==> src/rtl/assert_macros.svh <==
// assertion macros used by the rtl datapath
`ifndef ASSERT_MACROS_SVH
`define ASSERT_MACROS_SVH
`ifndef SYNTHESIS
`define ASSERT_IMPL(label, clk, rst, ante, cons) \
   label: assert property (@(posedge clk) disable iff (rst) (ante) |-> (cons)) \
      else $error("assertion failed");
`define ASSERT_NEXT(label, clk, rst, ante, cons) \
   label: assert property (@(posedge clk) disable iff (rst) (ante) |=> (cons)) \
      else $error("assertion failed");
`else
`define ASSERT_IMPL(label, clk, rst, ante, cons)
`define ASSERT_NEXT(label, clk, rst, ante, cons)
`endif
`endif

==> src/rtl/lz4d_pkg.sv <==
// shared types and constants of the lz4 frame decompressor
`default_nettype none
package lz4d_pkg;

   localparam int unsigned WindowBytes = 65536;
   localparam int unsigned AddrBits = $clog2(WindowBytes);
   localparam int unsigned BytesPerResultDefault = 8;
   localparam logic [31:0] LzMagic = 32'h184d2204;
   localparam logic [7:0] ExtMore = 8'hff;
   localparam logic [3:0] NibbleMax = 4'hf;
   localparam int unsigned CopyBits = 9;

   typedef enum logic [3:0] {
      PH_MAGIC, PH_FLG, PH_SKIP, PH_BSIZE, PH_RAW, PH_TOKEN, PH_LITEXT, PH_LIT,
      PH_OFF0, PH_OFF1, PH_MATCHEXT, PH_HALT
   } phase_type;

   typedef enum logic [2:0] {
      ST_DATA, ST_DONE, ST_MISMATCH, ST_MAGIC, ST_TRUNC, ST_OVER, ST_OFFSET
   } status_type;

   typedef enum logic [2:0] {
      OP_NONE, OP_BYTE, OP_READ, OP_COPY, OP_FLUSH, OP_STATUS, OP_END, OP_CLEAR
   } op_type;

   typedef enum logic [2:0] {
      CS_IDLE, CS_EXEC, CS_RDREQ, CS_RDDAT, CS_FLUSH, CS_STAT, CS_TAIL, CS_END
   } ctl_state_type;

   typedef struct packed {
      op_type op;
      logic [7:0] data;
      logic [AddrBits-1:0] offset;
      status_type code;
   } dp_cmd_type;

   typedef struct packed {
      logic busy;
      logic [31:0] out_pos;
   } dp_stat_type;

endpackage
`default_nettype wire

==> src/rtl/lz4d_req_if.sv <==
// input word channel: one compressed byte per word
`default_nettype none
interface lz4d_req_if;
   logic valid;
   logic ready;
   logic [7:0] in_byte;
   logic in_last;
   modport source(output valid, output in_byte, output in_last, input ready);
   modport sink(input valid, input in_byte, input in_last, output ready);
endinterface
`default_nettype wire

==> src/rtl/lz4d_controller.sv <==
// controller: frame parser state and the step sequencer
`default_nettype none
module lz4d_controller
   import lz4d_pkg::*;
(
   input  wire logic        clock,
   input  wire logic        reset,
   lz4d_req_if.sink         req,
   input  wire logic        csr_write_enable,
   input  wire logic [31:0] csr_write_data,
   output dp_cmd_type       cmd,
   input  wire dp_stat_type stat
);

   ctl_state_type st_ff, st_in;
   phase_type phase_ff, phase_in;
   logic [31:0] fshift_ff, fshift_in;
   logic [1:0] fidx_ff, fidx_in;
   logic [3:0] skip_ff, skip_in;
   logic [2:0] flags_ff, flags_in;
   logic [30:0] bleft_ff, bleft_in;
   logic [3:0] tmatch_ff, tmatch_in;
   logic [31:0] run_ff, run_in;
   logic [AddrBits-1:0] moff_ff, moff_in;
   logic [CopyBits-1:0] copy_ff, copy_in;
   status_type code_ff, code_in;
   logic code_v_ff, code_v_in;
   logic [31:0] osize_ff;
   logic [7:0] byte_ff;
   logic last_ff;

   logic accept, put_req, do_copy, fail, endblk, lenchk, after_lit, after_match, upd;
   logic [30:0] nb;
   logic [31:0] sh, r_lit, n_chk;
   logic [AddrBits-1:0] new_off;
   logic ovf;

   assign accept = req.valid && req.ready;
   assign req.ready = (st_ff == CS_IDLE);

   // shared terms of the byte evaluation
   assign nb = bleft_ff - 31'd1;
   assign sh = fshift_ff | (32'(byte_ff) << {fidx_ff, 3'b000});
   assign r_lit = run_ff + 32'(byte_ff);
   assign new_off = {byte_ff, moff_ff[7:0]};

   // one capacity compare, operand chosen by phase
   always_comb begin
      unique case (phase_ff)
         PH_BSIZE:    n_chk = {1'b0, sh[30:0]};
         PH_TOKEN:    n_chk = 32'(byte_ff[7:4]);
         PH_LITEXT:   n_chk = r_lit;
         PH_OFF1:     n_chk = 32'(tmatch_ff) + 32'd4;
         PH_MATCHEXT: n_chk = r_lit;
         default:     n_chk = '0;
      endcase
   end
   assign ovf = (33'(stat.out_pos) + 33'(n_chk)) > 33'(osize_ff);

   // parser next values
   always_comb begin
      phase_in = phase_ff;
      fshift_in = fshift_ff;
      fidx_in = fidx_ff;
      skip_in = skip_ff;
      flags_in = flags_ff;
      bleft_in = bleft_ff;
      tmatch_in = tmatch_ff;
      run_in = run_ff;
      moff_in = moff_ff;
      copy_in = copy_ff;
      code_in = code_ff;
      code_v_in = code_v_ff;
      put_req = 1'b0;
      do_copy = 1'b0;
      fail = 1'b0;
      endblk = 1'b0;
      lenchk = 1'b0;
      after_lit = 1'b0;
      after_match = 1'b0;
      if (st_ff == CS_EXEC) begin
         code_v_in = 1'b0;
         unique case (phase_ff)
            PH_MAGIC: begin
               if (byte_ff != LzMagic[{fidx_ff, 3'b000} +: 8]) begin
                  fail = 1'b1;
                  code_in = ST_MAGIC;
               end else if (fidx_ff == 2'd3) begin
                  fidx_in = 2'd0;
                  phase_in = PH_FLG;
               end else begin
                  fidx_in = fidx_ff + 2'd1;
               end
            end
            PH_FLG: begin
               flags_in = {byte_ff[3], byte_ff[4], byte_ff[0]};
               skip_in = 4'd2 + (byte_ff[3] ? 4'd8 : 4'd0) + (byte_ff[0] ? 4'd4 : 4'd0);
               phase_in = PH_SKIP;
            end
            PH_SKIP: begin
               if (skip_ff != 4'd0) skip_in = skip_ff - 4'd1;
               if (skip_ff <= 4'd1) begin
                  phase_in = PH_BSIZE;
                  fshift_in = '0;
                  fidx_in = '0;
               end
            end
            PH_BSIZE: begin
               fshift_in = sh;
               if (fidx_ff != 2'd3) begin
                  fidx_in = fidx_ff + 2'd1;
               end else begin
                  fidx_in = 2'd0;
                  if (sh == 32'd0) begin
                     fail = 1'b1;
                     code_in = (stat.out_pos == osize_ff) ? ST_DONE : ST_MISMATCH;
                  end else begin
                     bleft_in = sh[30:0];
                     if (sh[31]) begin
                        if (ovf) begin
                           fail = 1'b1;
                           code_in = ST_OVER;
                        end else if (sh[30:0] == 31'd0) begin
                           endblk = 1'b1;
                        end else begin
                           phase_in = PH_RAW;
                        end
                     end else begin
                        phase_in = PH_TOKEN;
                     end
                  end
               end
            end
            PH_RAW: begin
               bleft_in = nb;
               put_req = 1'b1;
               if (nb == 31'd0) endblk = 1'b1;
            end
            PH_TOKEN: begin
               bleft_in = nb;
               tmatch_in = byte_ff[3:0];
               run_in = 32'(byte_ff[7:4]);
               if (byte_ff[7:4] == NibbleMax) begin
                  if (nb == 31'd0) begin
                     fail = 1'b1;
                     code_in = ST_TRUNC;
                  end else begin
                     phase_in = PH_LITEXT;
                  end
               end else begin
                  lenchk = 1'b1;
               end
            end
            PH_LITEXT: begin
               bleft_in = nb;
               run_in = r_lit;
               if (byte_ff == ExtMore) begin
                  if (r_lit > 32'(nb)) begin
                     fail = 1'b1;
                     code_in = ST_TRUNC;
                  end
               end else begin
                  lenchk = 1'b1;
               end
            end
            PH_LIT: begin
               bleft_in = nb;
               put_req = 1'b1;
               run_in = run_ff - 32'd1;
               if (run_ff == 32'd1) after_lit = 1'b1;
            end
            PH_OFF0: begin
               bleft_in = nb;
               moff_in = AddrBits'(byte_ff);
               if (nb == 31'd0) begin
                  fail = 1'b1;
                  code_in = ST_TRUNC;
               end else begin
                  phase_in = PH_OFF1;
               end
            end
            PH_OFF1: begin
               bleft_in = nb;
               moff_in = new_off;
               if ((tmatch_ff == NibbleMax) && (nb == 31'd0)) begin
                  fail = 1'b1;
                  code_in = ST_TRUNC;
               end else if ((new_off == '0) || (32'(new_off) > stat.out_pos)) begin
                  fail = 1'b1;
                  code_in = ST_OFFSET;
               end else if (tmatch_ff == NibbleMax) begin
                  run_in = 32'd19;
                  phase_in = PH_MATCHEXT;
               end else if (ovf) begin
                  fail = 1'b1;
                  code_in = ST_OVER;
               end else begin
                  do_copy = 1'b1;
                  copy_in = CopyBits'(tmatch_ff) + CopyBits'(4);
                  after_match = 1'b1;
               end
            end
            PH_MATCHEXT: begin
               bleft_in = nb;
               run_in = r_lit;
               if (ovf) begin
                  fail = 1'b1;
                  code_in = ST_OVER;
               end else begin
                  do_copy = (r_lit[CopyBits-1:0] != '0);
                  copy_in = r_lit[CopyBits-1:0];
                  run_in = '0;
                  if (byte_ff == ExtMore) begin
                     if (nb == 31'd0) begin
                        fail = 1'b1;
                        code_in = ST_TRUNC;
                     end
                  end else begin
                     after_match = 1'b1;
                  end
               end
            end
            default: phase_in = phase_ff;
         endcase

         // literal length known
         if (lenchk) begin
            if (run_in > 32'(nb)) begin
               fail = 1'b1;
               code_in = ST_TRUNC;
            end else if (ovf) begin
               fail = 1'b1;
               code_in = ST_OVER;
            end else if (run_in != 32'd0) begin
               phase_in = PH_LIT;
            end else begin
               after_lit = 1'b1;
            end
         end
         if (after_lit) begin
            if (nb == 31'd0) endblk = 1'b1;
            else phase_in = PH_OFF0;
         end
         if (after_match) begin
            if (nb == 31'd0) endblk = 1'b1;
            else phase_in = PH_TOKEN;
         end
         // block end: skip checksum or read next size
         if (endblk) begin
            if (flags_ff[1]) begin
               skip_in = 4'd4;
               phase_in = PH_SKIP;
            end else begin
               phase_in = PH_BSIZE;
               fshift_in = '0;
               fidx_in = '0;
            end
         end
         if (fail) begin
            phase_in = PH_HALT;
            code_v_in = 1'b1;
         end
      end else if (st_ff == CS_RDDAT) begin
         if (!stat.busy) copy_in = copy_ff - CopyBits'(1);
      end else if ((st_ff == CS_TAIL) && last_ff) begin
         // source end: truncation if not halted, then clear the frame
         if (phase_ff != PH_HALT) begin
            phase_in = PH_HALT;
            code_in = ST_TRUNC;
         end else begin
            phase_in = PH_MAGIC;
            fshift_in = '0;
            fidx_in = '0;
            skip_in = '0;
            flags_in = '0;
            bleft_in = '0;
            tmatch_in = '0;
            run_in = '0;
            moff_in = '0;
         end
      end
   end

   assign upd = !((st_ff == CS_EXEC) && put_req && stat.busy);

   // next state
   always_comb begin
      st_in = st_ff;
      unique case (st_ff)
         CS_IDLE:  if (accept) st_in = CS_EXEC;
         CS_EXEC:  if (upd) st_in = do_copy ? CS_RDREQ : CS_FLUSH;
         CS_RDREQ: st_in = CS_RDDAT;
         CS_RDDAT: if (!stat.busy) st_in = (copy_ff == CopyBits'(1)) ? CS_FLUSH : CS_RDREQ;
         CS_FLUSH: if (!stat.busy) st_in = code_v_ff ? CS_STAT : CS_TAIL;
         CS_STAT:  if (!stat.busy) st_in = CS_TAIL;
         CS_TAIL:  st_in = (last_ff && (phase_ff != PH_HALT)) ? CS_STAT : CS_END;
         CS_END:   if (!stat.busy) st_in = CS_IDLE;
         default:  st_in = CS_IDLE;
      endcase
   end

   // datapath commands
   always_comb begin
      cmd.data = byte_ff;
      cmd.offset = moff_ff;
      cmd.code = code_ff;
      unique case (st_ff)
         CS_EXEC:  cmd.op = put_req ? OP_BYTE : OP_NONE;
         CS_RDREQ: cmd.op = OP_READ;
         CS_RDDAT: cmd.op = OP_COPY;
         CS_FLUSH: cmd.op = OP_FLUSH;
         CS_STAT:  cmd.op = OP_STATUS;
         CS_TAIL:  cmd.op = (last_ff && (phase_ff == PH_HALT)) ? OP_CLEAR : OP_NONE;
         CS_END:   cmd.op = OP_END;
         default:  cmd.op = OP_NONE;
      endcase
   end

   always_ff @(posedge clock) begin
      if (reset) begin
         st_ff <= CS_IDLE;
         phase_ff <= PH_MAGIC;
         fshift_ff <= '0;
         fidx_ff <= '0;
         skip_ff <= '0;
         flags_ff <= '0;
         bleft_ff <= '0;
         tmatch_ff <= '0;
         run_ff <= '0;
         moff_ff <= '0;
         copy_ff <= '0;
         code_ff <= ST_DATA;
         code_v_ff <= 1'b0;
         osize_ff <= '0;
      end else begin
         st_ff <= st_in;
         if (csr_write_enable) osize_ff <= csr_write_data;
         if (upd) begin
            phase_ff <= phase_in;
            fshift_ff <= fshift_in;
            fidx_ff <= fidx_in;
            skip_ff <= skip_in;
            flags_ff <= flags_in;
            bleft_ff <= bleft_in;
            tmatch_ff <= tmatch_in;
            run_ff <= run_in;
            moff_ff <= moff_in;
            copy_ff <= copy_in;
            code_ff <= code_in;
            code_v_ff <= code_v_in;
         end
      end
   end

   // latched input word
   always_ff @(posedge clock) begin
      if (accept) begin
         byte_ff <= req.in_byte;
         last_ff <= req.in_last;
      end
   end

endmodule
`default_nettype wire

==> src/flat_wrapper.sv <==
// flat-port wrapper written by rule: the top's interface ports become plain ports
module lz4d_controller_flat import lz4d_pkg::*;
  (clock, reset, csr_write_enable, csr_write_data, cmd, stat, req_valid, req_in_byte, req_in_last, req_ready);
  lz4d_req_if req_i ();
  input  wire logic clock;
  input  wire logic reset;
  input  wire logic csr_write_enable;
  input  wire logic [31:0] csr_write_data;
  output dp_cmd_type cmd;
  input  wire dp_stat_type stat;
  input wire logic [$bits(req_i.valid)-1:0] req_valid;
  input wire logic [$bits(req_i.in_byte)-1:0] req_in_byte;
  input wire logic [$bits(req_i.in_last)-1:0] req_in_last;
  output wire logic [$bits(req_i.ready)-1:0] req_ready;
  assign req_i.valid = req_valid;
  assign req_i.in_byte = req_in_byte;
  assign req_i.in_last = req_in_last;
  assign req_ready = req_i.ready;
  lz4d_controller u_core (.clock(clock), .reset(reset), .req(req_i), .csr_write_enable(csr_write_enable), .csr_write_data(csr_write_data), .cmd(cmd), .stat(stat));
endmodule
==> config.mk <==
export PLATFORM = sky130hd
export DESIGN_NAME = lz4d_controller_flat
export DESIGN_NICKNAME = d
export VERILOG_FILES = /design/src/rtl/assert_macros.svh /design/src/rtl/lz4d_pkg.sv /design/src/rtl/lz4d_req_if.sv /design/src/rtl/lz4d_controller.sv /design/src/flat_wrapper.sv
export SDC_FILE = /design/constraint.sdc
export NUM_CORES = 1
export LEC_CHECK = 0
export BUFFER_PORTS_ARGS = -buffer_cell sky130_fd_sc_hd__buf_2
export CAP_MARGIN = 20
export CORE_MARGIN = 3
export CORE_UTILIZATION = 50
export CTS_CLUSTER_SIZE = 12
export DETAILED_ROUTE_END_ITERATION = 12
export PLACE_DENSITY_LB_ADDON = 0.3
export SYNTH_ARGS = -nofsm -noshare
export SYNTH_HDL_FRONTEND = slang
export SYNTH_SLANG_ARGS = --single-unit
==> constraint.sdc <==
create_clock -name clock -period 26.7 [get_ports clock]
set_input_delay 4.005 -clock clock [delete_from_list [all_inputs] [get_ports clock]]
set_output_delay 4.005 -clock clock [all_outputs]
set_load 0.02 [all_outputs]
# Word level (Yosys, flattened, before mapping)
# Cells that the tools add are included.
[op_classes]
n_mux = 186
n_bitwise = 2
magnitude_cmp = 5
reduce_logical = 34
shift = 2
eq_ne = 51
add_sub_neg = 11
[ops]
columns = ["op", "n"]
rows = [
  ["32-bit two-way mux", 13],
  ["31-bit two-way mux", 6],
  ["32-bit case mux with 5 select lines", 1],
  ["4-bit two-way mux", 38],
  ["32-bit case mux with 4 select lines", 1],
  ["3-bit two-way mux", 31],
  ["9-bit two-way mux", 8],
  ["32-bit by 31-bit greater-than comparator with 1-bit output", 2],
  ["16-bit two-way mux", 4],
  ["32-bit case mux with 2 select lines", 1],
  ["31-bit logical NOT", 2],
  ["31-bit case mux with 2 select lines", 1],
  ["1-bit two-way mux", 51],
  ["3-bit case mux with 7 select lines", 2],
  ["2-bit two-way mux", 18],
  ["32-bit by 32-bit adder with 33-bit output", 1],
  ["33-bit by 32-bit greater-than comparator with 1-bit output", 1],
  ["32-bit by 8-bit adder with 32-bit output", 1],
  ["32-bit by 1-bit equality test with 1-bit output (second input constant)", 1],
  ["32-bit equality test", 1],
  ["16-bit by 32-bit greater-than comparator with 1-bit output", 1],
  ["32-bit logical NOT", 1],
  ["32-bit OR", 1],
  ["16-bit case mux with 2 select lines", 1],
  ["other kinds (52)", 103],
]
[word_totals]
output_inout_bits = 31
word_cells = 308
ff_bits = 184

# Logic depth before layout (Yosys ltp)
[logic_depth]
depth_word = 21
depth_mapped = 52

# Worst setup path before layout
# OpenSTA, ideal clock, no wires.
[synth_path]
path_type = "input to register"
start = "input port stat[1] (netlist name)"
end = "register u_core.fshift_ff[11]"
arrival_time_ns = 11.555
stages = 43
slack_ns = 15.031
required_ns = 26.585
cell_sequence = "ha_1 > a21o_1 > a21oi_1 > o21bai_1 > a21o_1 > a21oi_1 > o21ai_0 > a21oi_1 > o21ai_0 > a22o_1 > nor2_1 > o21ai_0 > a311o_1 > a21oi_1 > xnor2_1 > ha_1 > and4_1 > and4b_1 > (+7 left out) > ha_1 > a21o_1 > a21o_1 > a21o_1 > a21o_1 > a21oi_1 > o21ai_0 > a211o_1 > o21ai_0 > a31o_2 > nand4b_1 > nand4b_1 > a31o_2 > a31o_1 > buf_6 > nand2b_4 > buf_6 > o21a_1"
[synth_between]
elab_chain_len = 18
[synth_lines]
columns = ["element", "line", "rtl"]
rows = [
  ["start, declared", "flat_wrapper.sv:10", "input wire dp_stat_type stat;"],
  ["parallel branches: the longest is 14 deep, another holds 32-bit by 32-bit adder with 33-bit output", "-", ""],
  ["1-bit two-way mux *", "lz4d_controller.sv:244", "if (after_match) begin"],
  ["1-bit two-way mux *", "lz4d_controller.sv:81", "if (st_ff == CS_EXEC) begin"],
  ["32-bit two-way mux *", "lz4d_controller.sv:249", "if (endblk) begin"],
  ["32-bit two-way mux *", "lz4d_controller.sv:81", ""],
  ["end signal, assigned", "lz4d_controller.sv:340", "fshift_ff <= fshift_in;"],
  ["end, declared", "lz4d_controller.sv:17", "logic [31:0] fshift_ff, fshift_in;"],
]
# Mark *: on every way between the ends. The select of a mux whose other input is x is not followed.
# A chain may end at the register's enable or synchronous reset.

# Worst setup path after layout
[layout_path]
start = "input port stat[1] (netlist name)"
end = "register u_core.fshift_ff[21]"
# Same word-level chain as after synthesis.

==> results.json <==
{
  "whs_ps": 475,
  "fin_setup_tns_ps": 0,
  "drc": 0,
  "yosysTopAreaCell": "dfxtp_1",
  "pwr-share-comb": 0.562,
  "seqCellArea_um2": 3750,
  "n_fill_cell": 3214,
  "place_ws_ps": 13800,
  "finalInstanceArea_um2": 18400,
  "wl_um": 65300,
  "dr.max_layer_used": "met4",
  "layout_min_cycle_time_ps": 12720,
  "multiInputGateArea_um2": 12300,
  "crit_fanout": 23,
  "finalWorstSetupSlack_ps": 13980,
  "diodes": 0,
  "drive_gt1_frac": 0.0926,
  "slowest_delay_ps": 450,
  "fmax_mhz": 78.6,
  "p_per_area_nw_per_um2": 72.8,
  "drtIter0Drc": 2463,
  "crit_path_frequent_cell": "a21o_1",
  "syn-cell-area_um2": 17000,
  "p_leak_nw": 8.43,
  "fp-row-count": 66,
  "areaGrowthSynthToFinish_pct": 8.44,
  "route.met3.wl_um": 6720,
  "dpl-instance-area_um2": 17900,
  "peakVddDrop_mv": 0.0821,
  "portBuffers": 108,
  "routabilityCongestion": 1.06,
  "ys.flop_type": "dfxtp_1",
  "ys_ff_latch": 183,
  "p_int_w": 0.000666,
  "grt_pass1_vias": 17100,
  "p_seq_frac": 0.246,
  "hold_viol": 0,
  "die_w_um": 190,
  "start_kind": "primary input",
  "grt_first_pass_wirelength_um": 100000,
  "synth_warnings": 0,
  "power_switching_w": 0.000674,
  "cp.arrival_ps": 13070,
  "cts_resized": 0,
  "viasPerCell": 6.68,
  "clk_pin_slew_ps": 70,
  "synth_area_leaders": "dfxtp_1 (21%), ha_1 (12%), a21oi_1 (6.4%)",
  "cp-end-kind": "register",
  "synthArstFlopShare": 0,
  "dp_hpwl_um": 49500,
  "cts_root_buf": "clkbuf_16",
  "start_util": 0.514,
  "syn_area_per_cell_um2": 7.37,
  "dieArea_um2": 36200,
  "finalSetupViolations": 0,
  "finalCritPeriodShare": 0.476,
  "finalMaxSlewViolations": 0,
  "drtPass1Iterations": 6,
  "cpMaxStageDelayCell": "a31o_2",
  "rsz0062_at_grt": "no",
  "swShare": 0.503,
  "ys_seq_area_frac": 0.221,
  "vias": 18700,
  "htree_levels": 4,
  "fp.dieH_um": 190,
  "synth.distinct_cells": 91,
  "hold_path.class": "reg2reg",
  "io_pins": 109,
  "skew_ps": 12.0,
  "status": "completed",
  "holdBufCountCts": 0,
  "gr-total-overflow": 0,
  "grt_max_degree": 88,
  "tightest_slew_ps": 1110,
  "dr_wl_met2_um": 28100,
  "syn_nets": 2549,
  "finalPower_w": 0.00134,
  "synth.top_cell.area_share": 0.205,
  "cts.sinks": 183,
  "wl_per_cell_um": 23.4,
  "core_um2": 33000,
  "grt_antenna_before_repair": 0,
  "critPathKind": "in2reg",
  "postCtsSetupBuffers": 0,
  "cts_buffers": 17,
  "relSlewSlack": 0.261,
  "clkLatencyLatePin_ps": 460,
  "synth_edf_count": 9,
  "ant_nets": 0,
  "required_ps": 27050,
  "maxCapViolCount": 0,
  "wl_met1_um": 27000,
  "clock_path_buffers": 2,
  "synthTopCellsByCount": "nand2_1 (243), a21oi_1 (217), nor2_1 (204)",
  "syn_inst": 2304,
  "yosysMostFrequentCell": "nand2_1",
  "fin_nets": 2586,
  "grt.total_usage": 0.351,
  "cts_tree": "done",
  "pwr-share-clk": 0.193
}
==> worst paths after layout <==
kind	startpoint	endpoint	slack, ps	depth (start not counted)
max	stat[1]	u_core.fshift_ff[21]	13980	42
max reg2reg	u_core.byte_ff[0]	u_core.fshift_ff[21]	14970	45
min reg2reg	u_core.fshift_ff[1]	u_core.fshift_ff[1]	470	2
min	u_core.fshift_ff[1]	u_core.fshift_ff[1]	470	2
==> layout make-up <==
type	count	area share
multi-input combinational	1874	0.667
clock buffer	19	0.0235
timing repair buffer	146	0.0450
inverter	119	0.0243
tap	442	0.0300
sequential	183	0.204
clock inverter	13	0.00653
==> cells in the final DEF, fill, tap and decap left out, types with 35 or more instances in the layout <==
cell,count
nand2_1,243
a21oi_1,215
nor2_1,204
dfxtp_1,174
ha_1,165
o21ai_0,122
inv_1,119
buf_2,107
xor2_1,78
nand3_1,71
nand4_1,63
nor3_1,55
xnor2_1,54
nor4_1,49
a21o_1,46
and3_1,43
buf_4,39
mux2i_1,35
==> power groups by stage <==
stage | clock network [W] | registers, W | logic (W)
after floorplan | 0 | 0.000328 | 0.000500
after global placement | 0 | 0.000333 | 0.000716
after detailed placement | 0 | 0.000334 | 0.000724
after CTS | 0.000259 | 0.000328 | 0.000729
after global routing | 0.000270 | 0.000332 | 0.000812
final | 0.000258 | 0.000330 | 0.000752
==> through the flow <==
stage	cells	utilization
3_5_place_dp	2764	0.540
5_1_grt	2796	0.557
2_1_floorplan	2304	-
6_report	2796	0.557
4_1_cts	2796	0.557
3_3_place_gp	2764	0.540
==> worst max-delay path, delay by kind of cell <==
| kind | cells | cell delay [ps] |
|---|---|---|
| AO/OA/AOI/OAI | 28 | 6020 |
| AND/OR/NAND/NOR | 8 | 1720 |
| adder cells (fa/ha/maj) | 3 | 800 |
| buffers and inverters | 2 | 380 |
| XOR/XNOR | 1 | 140 |
==> per-layer routing <==
metal / vias up / GRT usage
li1: 8533 / -
met1: 8777 / 0.484
met2: 1157 / 0.535
met3: 203 / 0.0575
met4: 0 / 0.168
met5: - / 0
==> logic make-up after synthesis <==
kind of cell,share of synthesized area
flops,0.221
mux,0.0206
xor+xnor,0.0681
fa+ha+maj,0.124
buf+inv,0.0571
compound gates,0.248
simple gates,0.261
==> registers in the layout, summed over array words and instances (netlist names) <==
name              cells
u_core.bleft_ff      31
u_core.byte_ff        8
u_core.code_ff        3
u_core.code_v_ff      1
u_core.copy_ff        9
u_core.fidx_ff        2
u_core.flags_ff       1
u_core.fshift_ff     32
u_core.last_ff        1
u_core.moff_ff       16
u_core.osize_ff      32
u_core.phase_ff       4
u_core.run_ff        32
u_core.skip_ff        4
u_core.st_ff          3
u_core.tmatch_ff      4
Power figures use the tool's default switching activity.
